==> src/rtl/core/twcw_pkg.sv <==
// ----------------------------------------------------------------------------
// twcw_pkg
// Shared types and constants for the text window character writer: item kind
// codes, configuration register indexes, character codes, the command that
// travels from the front end to the back end, and the back-end state type.
// ----------------------------------------------------------------------------
package twcw_pkg;

  // Default window storage size
  localparam int DEF_MAX_ROWS = 64;
  localparam int DEF_MAX_COLS = 256;

  // Character codes with special meaning
  localparam logic [7:0] CH_LF    = 8'd10;
  localparam logic [7:0] CH_CR    = 8'd13;
  localparam logic [7:0] CH_BLANK = 8'd32;

  // Item kind codes as they arrive on the input channel
  localparam int         KIND_W       = 3;
  localparam logic [2:0] KIND_PUT     = 3'd0;
  localparam logic [2:0] KIND_MOVE    = 3'd1;
  localparam logic [2:0] KIND_CLR_EOL = 3'd2;
  localparam logic [2:0] KIND_ERASE   = 3'd3;
  localparam logic [2:0] KIND_READ    = 3'd4;

  // Configuration register indexes and widths
  localparam int         CFG_IDX_W  = 2;
  localparam int         CFG_DATA_W = 9;
  localparam logic [1:0] CFG_ROWS   = 2'd0;
  localparam logic [1:0] CFG_COLS   = 2'd1;
  localparam logic [1:0] CFG_SCROLL = 2'd2;

  localparam int         ROWS_CFG_W = 7;
  localparam int         COLS_CFG_W = 9;
  localparam logic [6:0] ROWS_RESET = 7'd25;
  localparam logic [8:0] COLS_RESET = 9'd80;

  // Entries in the command queue between front and back end
  localparam int QUEUE_DEPTH = 2;

  // Operation decided by the front end
  typedef enum logic [2:0] {
    OP_NOP,
    OP_CR,
    OP_LF,
    OP_CHAR,
    OP_MOVE,
    OP_CLR_EOL,
    OP_ERASE,
    OP_READ
  } op_t;

  typedef struct packed {
    op_t        op;
    logic [7:0] ch;
  } cmd_t;

  localparam int CMD_W = $bits(cmd_t);

  // Back-end sequencer states
  typedef enum logic [2:0] {
    ST_CLEAR,
    ST_IDLE,
    ST_FILL,
    ST_COPY,
    ST_COPY_END,
    ST_READ,
    ST_DONE
  } back_state_t;

endpackage

==> src/rtl/core/twcw_queue.sv <==
// ----------------------------------------------------------------------------
// twcw_queue
// Short first-in first-out queue that decouples the front end from the back
// end. The head entry is visible while valid is high.
// ----------------------------------------------------------------------------
module twcw_queue
  import twcw_pkg::*;
#(
  parameter int WIDTH = CMD_W
) (
  input  logic             clk,
  input  logic             rst,
  input  logic             push,
  input  logic [WIDTH-1:0] din,
  output logic             full,
  output logic             valid,
  input  logic             pop,
  output logic [WIDTH-1:0] dout
);

  localparam int PW = (QUEUE_DEPTH > 1) ? $clog2(QUEUE_DEPTH) : 1;
  localparam int CW = $clog2(QUEUE_DEPTH + 1);

  logic [WIDTH-1:0] slots [QUEUE_DEPTH];
  logic [PW-1:0]    wp;
  logic [PW-1:0]    rp;
  logic [CW-1:0]    count;
  logic [CW-1:0]    count_next;

  assign full  = (count == CW'(QUEUE_DEPTH));
  assign valid = (count != '0);
  assign dout  = slots[rp];

  // Track occupancy
  always_comb begin
    count_next = count;
    if (push && !pop) begin
      count_next = count + CW'(1);
    end else if (pop && !push) begin
      count_next = count - CW'(1);
    end
  end

  // Advance pointers
  always_ff @(posedge clk) begin
    if (rst) begin
      wp    <= '0;
      rp    <= '0;
      count <= '0;
    end else begin
      count <= count_next;
      if (push) begin
        wp <= (wp == PW'(QUEUE_DEPTH - 1)) ? '0 : wp + PW'(1);
      end
      if (pop) begin
        rp <= (rp == PW'(QUEUE_DEPTH - 1)) ? '0 : rp + PW'(1);
      end
    end
  end

  // Store pushed request
  always_ff @(posedge clk) begin
    if (push) begin
      slots[wp] <= din;
    end
  end

endmodule

==> config.mk <==
export PLATFORM = sky130hd
export DESIGN_NAME = twcw_queue
export DESIGN_NICKNAME = d
export VERILOG_FILES = /design/src/rtl/core/twcw_pkg.sv /design/src/rtl/core/twcw_queue.sv
export SDC_FILE = /design/constraint.sdc
export NUM_CORES = 1
export LEC_CHECK = 0
export BUFFER_PORTS_ARGS = -buffer_cell sky130_fd_sc_hd__buf_2
export CAP_MARGIN = 20
export CORE_ASPECT_RATIO = 2
export CORE_UTILIZATION = 28
export CTS_BUF_LIST = sky130_fd_sc_hd__clkbuf_2
export CTS_CLUSTER_DIAMETER = 100
export CTS_CLUSTER_SIZE = 10
export DETAILED_ROUTE_END_ITERATION = 10
export GPL_ROUTABILITY_DRIVEN = 0
export PLACE_DENSITY = 0.5
export SYNTH_ARGS = -nofsm -noshare
export SYNTH_HDL_FRONTEND = slang
export SYNTH_SLANG_ARGS = --single-unit
export TNS_END_PERCENT = 5
==> constraint.sdc <==
create_clock -name clk -period 3.09 [get_ports clk]
set_input_delay 0 -clock clk [delete_from_list [all_inputs] [get_ports clk]]
set_output_delay 0 -clock clk [all_outputs]
set_load 0.01 [all_outputs]
Word-level counts from Yosys, hierarchy flattened
Memory sizes are Yosys's and may differ from the RTL's. A register that Yosys moved wholly into a read port is not among the register bits.
Index checks and enable logic that the tools add are counted.
{"block": "totals", "mem_count": 1, "ram_bits": 22, "input_bits": 15, "ff_bits": 4}
{"memory": "slots", "words": 2, "word_bits": 11, "read_ports": 1, "rd_ports_with_merged_regs": 1, "write_ports": 1, "line": "twcw_queue.sv:24", "rtl": "logic [WIDTH-1:0] slots [QUEUE_DEPTH];"}
{"block": "op_classes", "n_mux": 8, "addsub": 4, "eq_ne": 1, "n_reduce_logical": 6}
{"op": "two-way mux 1 bit", "n": 6}
{"op": "two-way mux 2 bit", "n": 2}
{"op": "nonzero test 2 bit", "n": 2}
{"op": "adder 1 bit, second input constant", "n": 2}
{"op": "adder 2 x 1 -> 2 bit, second input constant", "n": 1}
{"op": "equality test 2 bit, second input constant", "n": 1}
{"op": "logical AND 1 bit", "n": 2}
{"op": "logical NOT 1 bit", "n": 2}
{"op": "subtractor 2 x 1 -> 2 bit, second input constant", "n": 1}

Longest topological paths before layout
{"block": "depth", "depth_word": 4, "depth_mapped": 5}

Worst setup path before layout
OpenSTA, ideal clock, no wires.
{"block": "synth_timing", "path_type": "reg2reg", "start": "reg wp", "end": "mem slots[0][0] (netlist bit), enable pin", "setup_slack_ps": 1865, "period_less_slack_ps": 1225, "arrival_ps": 845, "stages_incl_launch_ff": 2, "path_cell_list": "dfxtp_1 > nor2b_1"}
{"element": "start: declaration", "line": "twcw_queue.sv:25", "rtl": "logic [PW-1:0] wp;"}
{"element": "start signal: assignment", "line": "twcw_queue.sv:53", "rtl": "wp <= (wp == PW'(QUEUE_DEPTH - 1)) ? '0 : wp + PW'(1);"}
{"element": "end: declaration", "line": "twcw_queue.sv:24"}
Straight into the memory's write port.

==> impl_metrics.yaml <==
run_status:
  status: "completed"
clocking:
  cts_buffer_depth: 2
  cts_resized: 0
  cts_inserted_buffers: 3
  htree_levels: 1
  cts_tree: "done"
  clk_latency_ps: 340
  root_buffer: "clkbuf_2"
  clk_pin_slew_ps: 240
  cts_sinks: 27
timing:
  drv_slew: 0
  layout_min_cycle_time_ps: 1580
  skew_ps: 1.28
  min_period_over_period_pct: 51.0
  fin_ws_ps: 1510
  setup_tns_ps: 0
  setup_viol: 0
  rsz0062_at_grt: "no"
  tightest_slew_ps: 965
  max_freq_mhz: 634
  finalHoldViolCount: 0
  slew_headroom_pct: 35.5
synthesis:
  synth-seq-cells: 27
  synth_cells: 56
  ys_seq_area_share_pct: 76.1
  async_reset_ff_share_pct: 0
  yosys.area.top_type: "edfxtp_1"
  ys.flop_type: "edfxtp_1"
  ys_top_cells_by_area: "edfxtp_1 (66%), mux2_2 (12%), dfxtp_1 (10%), xnor2_1 (1.8%), xor2_1 (1.8%)"
  synth_most_common_cell: "edfxtp_1"
  mappedNetlistArea_um2: 1000
  yosysTopAreaCellShare_pct: 66.1
  synth_nets: 72
  yosysWarnings: 0
  syn_area_per_cell_um2: 17.9
  synth-edff-count: 22
  synthTopCellsByCount: "edfxtp_1 (22), mux2_2 (11), dfxtp_1 (5)"
  ys_types: 16
finish:
  drive_gt1_share_pct: 44.0
  multi_input_area_um2: 230
  fin_nets: 117
  antenna_cells: 0
  fin_util_pct: 39.5
  area.sequential_um2: 761
  final_cell_area_um2: 1350
  area_growth_pct: 35.0
  fin_cells: 148
  fillers: 330
place:
  place_inst: 130
  hpwlAfterDp_mm: 1.11
  post_dp_cell_area_um2: 1190
  port_buffers: 27
  place_ws_ps: 1590
drt:
  routed_wl_mm: 1.75
  drc_errors: 0
  firstDrtPassIters: 5
  vias_per_cell: 3.88
  routed-via-count: 574
  detail-route-antenna-nets: 0
  first_iter_violations: 21
  routedWlPerCell_um: 11.8
min_path:
  hold_path_class: "in2reg"
  hold_path.startpoint: "push"
  worst_hold_path.endpoint: "count[0]"
  whs_path_depth: 4
worst_setup_path:
  critPathKind: "reg2out"
  crit_path_start_kind: "flip-flop"
  cp.arrival_ps: 1580
  cp_max_fo: 11
  crit_path_end_kind: "output pin"
  crit_required_ps: 3090
  r2r-start: "wp"
  rrSetupSlack_ps: 1630
  reg2regPathDepth: 1
  r2r-end: "slots[0][4]"
floorplan:
  die_h_um: 86.5
  die_area_um2: 3830
  start_util_pct: 29.3
  rows: 30
  die_w_um: 44.3
  core_area_um2: 3420
  ios: 28
power_and_ir_drop:
  power.density_nw_per_um2: 500
  static-leakage-power_nw: 0.529
  ir_worst_vdd_mv: 0.256
global_route:
  track_usage_pct: 9.93
  grt_max_degree: 15
  grt_first_pass_wirelength_mm: 2.75
  grt.overflow.total: 0
  antenna_found_initial: 0
  grt_pass1_vias: 629
run:
  drv_cap: 0
[flip-flops by register name, summed over array words and instances (netlist names), named ones only]
name,cells
slots,22
count,2
rp,1
wp,1
[metal layers]
| layer | vias up | track usage (%) | wire, um |
|---|---|---|---|
| li1 | 294 | - | - |
| met1 | 262 | 10.0 | 669 |
| met2 | 16 | 18.6 | 1010 |
| met3 | 2 | 1.46 | 52 |
| met4 | 0 | 4.96 | 17 |
| met5 | - | 0 | 0 |
[cell type report]
cell class | count | share of cell area (%)
clock buffers | 4 | 1.48
repair buffers | 41 | 20.4
well taps | 48 | 4.45
multi-input cells | 27 | 17.1
flip-flops and latches | 27 | 56.3
inverters | 1 | 0.278
[worst max-delay path by stage]
stage	to	depth (start not counted)
2_1_floorplan	slots[0][0]	1
5_1_grt	dout[8]	2
4_1_cts	dout[6]	2
3_3_place_gp	slots[0][1]	1
3_5_place_dp	slots[0][1]	1
6_report	dout[5]	2
[layout by cell type (no fill, tap or decap), drive strengths merged]
cell type,n
nor2b,1
nor2,4
o21ai,1
xnor2,2
dlygate4sd3,14
edfxtp,22
inv,1
mux2,11
dfxtp,5
a21oi,1
ha,1
and2b,1
xor2,2
clkbuf,4
and2,1
or3,1
buf,27
or2,1
[timing repair]
action                                 in CTS  in global routing
setup buffers                               0                  0
endpoints found under the hold margin      27                  0
hold buffers                               14                  0
[through the flow]
step	hold WS, ps	power [mW]
2_1_floorplan	69.1	0.497
3_5_place_dp	193	0.538
6_report	113	0.675
3_3_place_gp	190	0.536
4_1_cts	114	0.680
5_1_grt	129	0.705
[worst max-delay path, cell delays in order (launching register included)]
cell and delay [ps]:
dfxtp_1 700, mux2_2 390, buf_2 140
[cells by family (layout without fill, tap and decap cells)]
family | Yosys count | count (layout) | synth area share, %
compound gates | 2 | 2 | 1.00
xor+xnor | 4 | 4 | 3.51
fa+ha+maj | 1 | 1 | 1.25
buf+inv | 2 | 46 | 0.875
flops | 27 | 27 | 76.1
mux | 11 | 11 | 12.4
simple gates | 9 | 9 | 4.88
[where the power goes]
group / leakage [nW] / internal, mW / switching [mW]
Clock: 0.0166 / 0.0342 / 0.0985
Sequential: 0.248 / 0.421 / 0.0144
Combinational: 0.264 / 0.0606 / 0.0460
Total: 0.529 / 0.516 / 0.159
(Power assumes the default switching activity.)
