**src/rtl/core/twcw_pkg.sv**
```systemverilog
// ----------------------------------------------------------------------------
// twcw_pkg
// Shared types and constants for the text window character writer: item kind
// codes, configuration register indexes, character codes, the command that
// travels from the front end to the back end, and the back-end state type.
// ----------------------------------------------------------------------------
package twcw_pkg;

  // Default window storage size
  localparam int DEF_MAX_ROWS = 64;
  localparam int DEF_MAX_COLS = 256;

  // Character codes with special meaning
  localparam logic [7:0] CH_LF    = 8'd10;
  localparam logic [7:0] CH_CR    = 8'd13;
  localparam logic [7:0] CH_BLANK = 8'd32;

  // Item kind codes as they arrive on the input channel
  localparam int         KIND_W       = 3;
  localparam logic [2:0] KIND_PUT     = 3'd0;
  localparam logic [2:0] KIND_MOVE    = 3'd1;
  localparam logic [2:0] KIND_CLR_EOL = 3'd2;
  localparam logic [2:0] KIND_ERASE   = 3'd3;
  localparam logic [2:0] KIND_READ    = 3'd4;

  // Configuration register indexes and widths
  localparam int         CFG_IDX_W  = 2;
  localparam int         CFG_DATA_W = 9;
  localparam logic [1:0] CFG_ROWS   = 2'd0;
  localparam logic [1:0] CFG_COLS   = 2'd1;
  localparam logic [1:0] CFG_SCROLL = 2'd2;

  localparam int         ROWS_CFG_W = 7;
  localparam int         COLS_CFG_W = 9;
  localparam logic [6:0] ROWS_RESET = 7'd25;
  localparam logic [8:0] COLS_RESET = 9'd80;

  // Entries in the command queue between front and back end
  localparam int QUEUE_DEPTH = 2;

  // Operation decided by the front end
  typedef enum logic [2:0] {
    OP_NOP,
    OP_CR,
    OP_LF,
    OP_CHAR,
    OP_MOVE,
    OP_CLR_EOL,
    OP_ERASE,
    OP_READ
  } op_t;

  typedef struct packed {
    op_t        op;
    logic [7:0] ch;
  } cmd_t;

  localparam int CMD_W = $bits(cmd_t);

  // Back-end sequencer states
  typedef enum logic [2:0] {
    ST_CLEAR,
    ST_IDLE,
    ST_FILL,
    ST_COPY,
    ST_COPY_END,
    ST_READ,
    ST_DONE
  } back_state_t;

endpackage

```
**src/rtl/core/twcw_front.sv**
```systemverilog
// ----------------------------------------------------------------------------
// twcw_front
// Front end: accepts input requests, decodes the kind and character code into
// one operation, clamps move targets into the window and turns reads outside
// the window into no-ops. The decoded command waits in a register until the
// queue takes it.
// ----------------------------------------------------------------------------
module twcw_front
  import twcw_pkg::*;
#(
  parameter int MAX_ROWS = DEF_MAX_ROWS,
  parameter int MAX_COLS = DEF_MAX_COLS
) (
  input  logic                        clk,
  input  logic                        rst,
  input  logic                        in_valid,
  output logic                        in_stall,
  input  logic [KIND_W-1:0]           kind,
  input  logic [7:0]                  char_code,
  input  logic signed [7:0]           row,
  input  logic signed [9:0]           col,
  input  logic [$clog2(MAX_ROWS)-1:0] win_row_last,
  input  logic [$clog2(MAX_COLS)-1:0] win_col_last,
  input  logic                        clear_busy,
  input  logic                        queue_full,
  output logic                        cmd_push,
  output cmd_t                        cmd,
  output logic [$clog2(MAX_ROWS)-1:0] cmd_row,
  output logic [$clog2(MAX_COLS)-1:0] cmd_col
);

  localparam int RIW = $clog2(MAX_ROWS);
  localparam int CIW = $clog2(MAX_COLS);
  localparam int RXW = (RIW > 7) ? RIW : 7;
  localparam int CXW = (CIW > 9) ? CIW : 9;

  logic           hold_valid;
  logic           accept;
  logic           r_big;
  logic           c_big;
  logic           r_in;
  logic           c_in;
  logic [RIW-1:0] row_fit;
  logic [CIW-1:0] col_fit;
  cmd_t           cmd_dec;

  // Stall while the store is being cleared or the held request cannot leave
  assign in_stall = clear_busy || (hold_valid && queue_full);
  assign accept   = in_valid && !in_stall;
  assign cmd_push = hold_valid && !queue_full;

  // Clamp row and column into the window
  always_comb begin
    r_big   = RXW'(row[6:0]) > RXW'(win_row_last);
    c_big   = CXW'(col[8:0]) > CXW'(win_col_last);
    r_in    = !row[7] && !r_big;
    c_in    = !col[9] && !c_big;
    row_fit = row[7] ? '0 : (r_big ? win_row_last : RIW'(row[6:0]));
    col_fit = col[9] ? '0 : (c_big ? win_col_last : CIW'(col[8:0]));
  end

  // Decode the request into one operation
  always_comb begin
    cmd_dec.ch = char_code;
    unique case (kind)
      KIND_PUT: begin
        if (char_code == CH_CR) begin
          cmd_dec.op = OP_CR;
        end else if (char_code == CH_LF) begin
          cmd_dec.op = OP_LF;
        end else begin
          cmd_dec.op = OP_CHAR;
        end
      end
      KIND_MOVE:    cmd_dec.op = OP_MOVE;
      KIND_CLR_EOL: cmd_dec.op = OP_CLR_EOL;
      KIND_ERASE:   cmd_dec.op = OP_ERASE;
      KIND_READ:    cmd_dec.op = (r_in && c_in) ? OP_READ : OP_NOP;
      default:      cmd_dec.op = OP_NOP;
    endcase
  end

  // Hold the decoded request until the queue takes it
  always_ff @(posedge clk) begin
    if (rst) begin
      hold_valid <= 1'b0;
    end else begin
      hold_valid <= accept || (hold_valid && queue_full);
    end
  end

  always_ff @(posedge clk) begin
    if (accept) begin
      cmd     <= cmd_dec;
      cmd_row <= row_fit;
      cmd_col <= col_fit;
    end
  end

endmodule

```
**config.mk**
```make
export PLATFORM = sky130hd
export DESIGN_NAME = twcw_front
export DESIGN_NICKNAME = d
export VERILOG_FILES = /design/src/rtl/core/twcw_pkg.sv /design/src/rtl/core/twcw_front.sv
export SDC_FILE = /design/constraint.sdc
export NUM_CORES = 1
export LEC_CHECK = 0
export BUFFER_PORTS_ARGS = -buffer_cell sky130_fd_sc_hd__buf_2
export CORE_MARGIN = 4
export CORE_UTILIZATION = 50
export CTS_CLUSTER_DIAMETER = 100
export DETAILED_ROUTE_END_ITERATION = 10
export PLACE_DENSITY_LB_ADDON = 0.15
export SYNTH_ARGS = -nofsm -noshare
export SYNTH_HDL_FRONTEND = slang
export SYNTH_SLANG_ARGS = --single-unit
```
**constraint.sdc**
```tcl
create_clock -name clk -period 4.15 [get_ports clk]
set_input_delay 0.2075 -clock clk [delete_from_list [all_inputs] [get_ports clk]]
set_output_delay 0.2075 -clock clk [all_outputs]
set_load 0.03 [all_outputs]
```
; ---- Word-level counts from Yosys, hierarchy flattened
; Index checks and enable logic that the tools add are counted.
[totals]
regBits = 26
inputBits = 48
out_inout_bits = 27
elab_cells = 34
[op_classes]
n_lt_le_gt_ge = 2
n_eq_ne = 6
mux = 6
reduce_logical = 15
[ops]
columns = operator, count
row1 = $eq 8x4->1 const B, 2
row2 = $pmux 3 s5, 1
row3 = $gt 9x8->1, 1
row4 = $mux 8, 1
row5 = $gt 7x6->1, 1
row6 = $eq 3x2->1 const B, 2
row7 = $logic_and 1x1->1, 6
row8 = $logic_not 1->1, 6
row9 = $mux 6, 1
row10 = $eq 3x1->1 const B, 1
row11 = $eq 3x3->1 const B, 1
row12 = $logic_not 3->1, 1
row13 = $mux 3, 1
row14 = $logic_or 1x1->1, 2
row15 = $mux 2, 1
row16 = $mux 1, 1

; ---- Longest topological paths before layout
[logic_depth]
word_depth = 6
mapped_depth = 7
depth_no_buf = 6

; ---- Least setup slack after synthesis
; No wires, ideal clock.
[synth_timing]
kind = input to register
startpoint = input port win_col_last[4]
endpoint = register cmd[8] (netlist bit), data pin
arrival_time_ps = 1469
t_required_ps = 3884
path_slack_ps = 2414
path_stages = 7
cell_sequence = inv_1 -> ha_1 -> nand4_1 -> o221a_2 -> a211oi_1 -> buf_6 -> o31ai_1
[synth_rtl]
columns = item, line
row1 = from (decl), twcw_front.sv:23  ; input logic [$clog2(MAX_COLS)-1:0] win_col_last,
row2 = to (signal assigned), twcw_front.sv:94  ; cmd <= cmd_dec;
row3 = to (decl), twcw_front.sv:27  ; output cmd_t cmd,

==> metrics.md <==
| Metric | Value |
|---|---|
| Share of layout cells above drive strength 1 | `0.384` |
| CTS Buffer Depth | `2` |
| Final setup fails | `0` |
| Yosys reg bits | `26` |
| Largest family of logic cells by synthesized area | `simple AND/OR/NAND/NOR gates` |
| Setup TNS | `0 ns` |
| Worst slack at placement | `1.78 ns` |
| # DRC | `0` |
| Routed vias/inst | `5.08` |
| HPWL Detailed | `2.64 mm` |
| HP Class | `input port to flip-flop` |
| Number of flops mapped to enable cells by yosys | `25` |
| Top-count cell post-synth | `nand2b_1` |
| Final WS setup | `2.12 ns` |
| Largest net degree at the start of global routing | `27` |
| Yosys cell types | `31` |
| Count of warnings emitted by yosys | `0` |
| Clock latency on the worst-skew pair | `0.32 ns` |
| Reg clk slew, reported paths | `0.15 ns` |
| WL final | `3.31 mm` |
| Ys flop type | `edfxtp_1` |
| Antenna cells | `0` |
| Starting DRT DRC Count | `109` |
| Hold_ws | `0.0604 ns` |
| Flip-flop and latch area | `771 um2` |
| Vias | `1322` |
| Startpoint types | `input port` |
| # H-tree levels | `1` |
| Vias in the first global route | `1246` |
| Die W | `64.8 um` |
| Simple-gate share of the synthesized area | `0.177` |
| Adder-cell share of the synthesized area | `0.109` |
| Congestion Overflow GR | `0` |
| Synth area leader | `edfxtp_1` |
| Compound-cell area share of the yosys netlist | `0.0940` |
| Wire per inst | `12.7 um` |
| Worst Tran Pin Value | `1.17 ns` |
| Fin. Hold Viols | `0` |
| Multi-input gate area | `757 um2` |
| Async set-reset flop share out of synthesis | `0` |
| Cell Pwr Density | `287 nW/um2` |
| First-pass GRT wire length | `5.31 mm` |
| Global-route usage over all layers | `0.163` |
| ANT nets after route | `0` |
| IO Pins | `75` |
| Crit path capture type | `flip-flop` |
| Max-cap violations | `0` |
| Fmax | `492 MHz` |
| Status | `complete, no violations` |
| Slew headroom | `0.218` |
| Clock Skews | `0.00792 ns` |
| Leak | `0.00101 uW` |
| Initial antenna violation count | `0` |
| Seq/Total Area, Yosys | `0.479` |
| Synth Net Count | `203` |
| Drt pass-1 iters | `4` |
| Rows | `20` |
| Filler cells | `251` |
| Post-layout net count | `279` |
| CTS tree | `built` |
| Starting Density | `0.523` |
| Syn Inst Count | `141` |
| Worst Path Max Fanout | `11` |
| Root buffer cell | `clkbuf_4` |
| Area share of the largest cell type after synthesis | `0.466` |
| Num CTS Buffers | `3` |
| CTS Sinks | `26` |
| Synth cell count leaders | `28 x nand2b_1, 25 x edfxtp_1, 17 x inv_1` |
| # port buffers | `74` |
| Final period util | `0.490` |
| Final GP Congestion | `0.864` |
| CP Data Required Time | `4.20 ns` |
| DIE AREA | `4190 um2` |
| Area grow syn2layout | `28.1%` |
| Crit path arrival time | `2.08 ns` |
| Synth Area in XOR/XNOR | `0` |
| Die Span Y | `64.8 um` |
| Multiplexer share of the synthesized area | `0.0870` |
| Slew Viols, Final | `0` |
| Area contributors post-synth | `edfxtp_1 47%, ha_1 11%, nand2b_1 11%, mux2i_1 8.7%, inv_1 4.0%` |
| Post-CTS sizing | `0` |
| Synth Cell Area | `1610 um2` |
| RSZ-0062 raised after global routing | `false` |
| Worst Setup Path Type | `input port to flip-flop` |
| Mean Syn Cell Area | `11.4 um2` |
| Worst VDD drop | `0.000114 V` |
| Post-layout min period | `2.03 ns` |
| Core ar. | `3080 um2` |
-- final timing paths --
check / to / start / cells past startpoint / slack (ns)
max: cmd[10]$_DFFE_PP_ / win_col_last[4] / 7 / 2.12
min: cmd[5]$_DFFE_PP_ / char_code[5] / 1 / 0.06
max reg2reg: cmd_row[4]$_SDFFCE_PP0P_ / hold_valid$_SDFF_PP0_ / 2 / 2.30
min reg2reg: hold_valid$_SDFF_PP0_ / hold_valid$_SDFF_PP0_ / 2 / 0.53
-- repair_timing --
action / in CTS / in global routing
buffers inserted: 0 / 0
hold buffers: 0 / 1
endpoints found under the setup margin: 0 / 0
endpoints found under the hold margin: 0 / 1
-- power breakdown --
group | leakage, uW | internal (uW) | total, uW | switching [uW]
Sequential | 0.000244 | 306 | 309 | 3.28
Combinational | 0.000743 | 63.4 | 153 | 89.2
Clock | 0.0000210 | 53.6 | 130 | 76.0
Total | 0.00101 | 423 | 591 | 169
-- sequential cells by signal, indices dropped and copies added (netlist names) --
register and cells:
hold_valid 1, cmd 11, cmd_col 8, cmd_row 6
-- kinds of logic after synthesis --
group	count (synthesis)
simple gates	46
flops	26
buf+inv	21
compound gates	20
mux	14
fa+ha+maj	14
-- metal layers --
metal	up-vias	part of all wire	GRT usage
li1	659	-	-
met1	600	0.41	0.203
met2	59	0.48	0.267
met3	4	0.10	0.0364
met4	0	0.011	0.0739
met5	-	0	0
-- placed cells by master, fill, tap and decap left out, drive strengths merged, types with 2 or more instances in the layout --
cell type	count
buf	74
nand2	2
a21o	3
o31ai	4
nand3b	2
nand2b	28
mux2i	14
ha	14
a211oi	2
nor2	4
clkbuf	4
edfxtp	25
inv	17
a21oi	6
nand3	2
-- layout make-up --
cell class | count | area share
clock buffer | 4 | 0.0176
inverter | 17 | 0.0309
multi-input combinational | 94 | 0.367
sequential | 26 | 0.374
tap | 44 | 0.0267
timing repair buffer | 75 | 0.184
-- critical path, cell delays in order --
cell,delay (ns)
buf_2,0.09
inv_1,0.04
ha_1,0.30
nand4_1,0.13
o221a_2,0.27
a211oi_2,0.85
o32ai_1,0.19
-- stage by stage --
step	utilization	cells	power [uW]	instance area, um2
floorplan	-	141	415	1610
global placement	0.655	255	462	2020
detailed placement	0.655	255	467	2020
CTS	0.667	259	593	2050
global route	0.670	260	626	2060
finish	0.670	260	591	2060
Power figures use the tool's default switching activity.
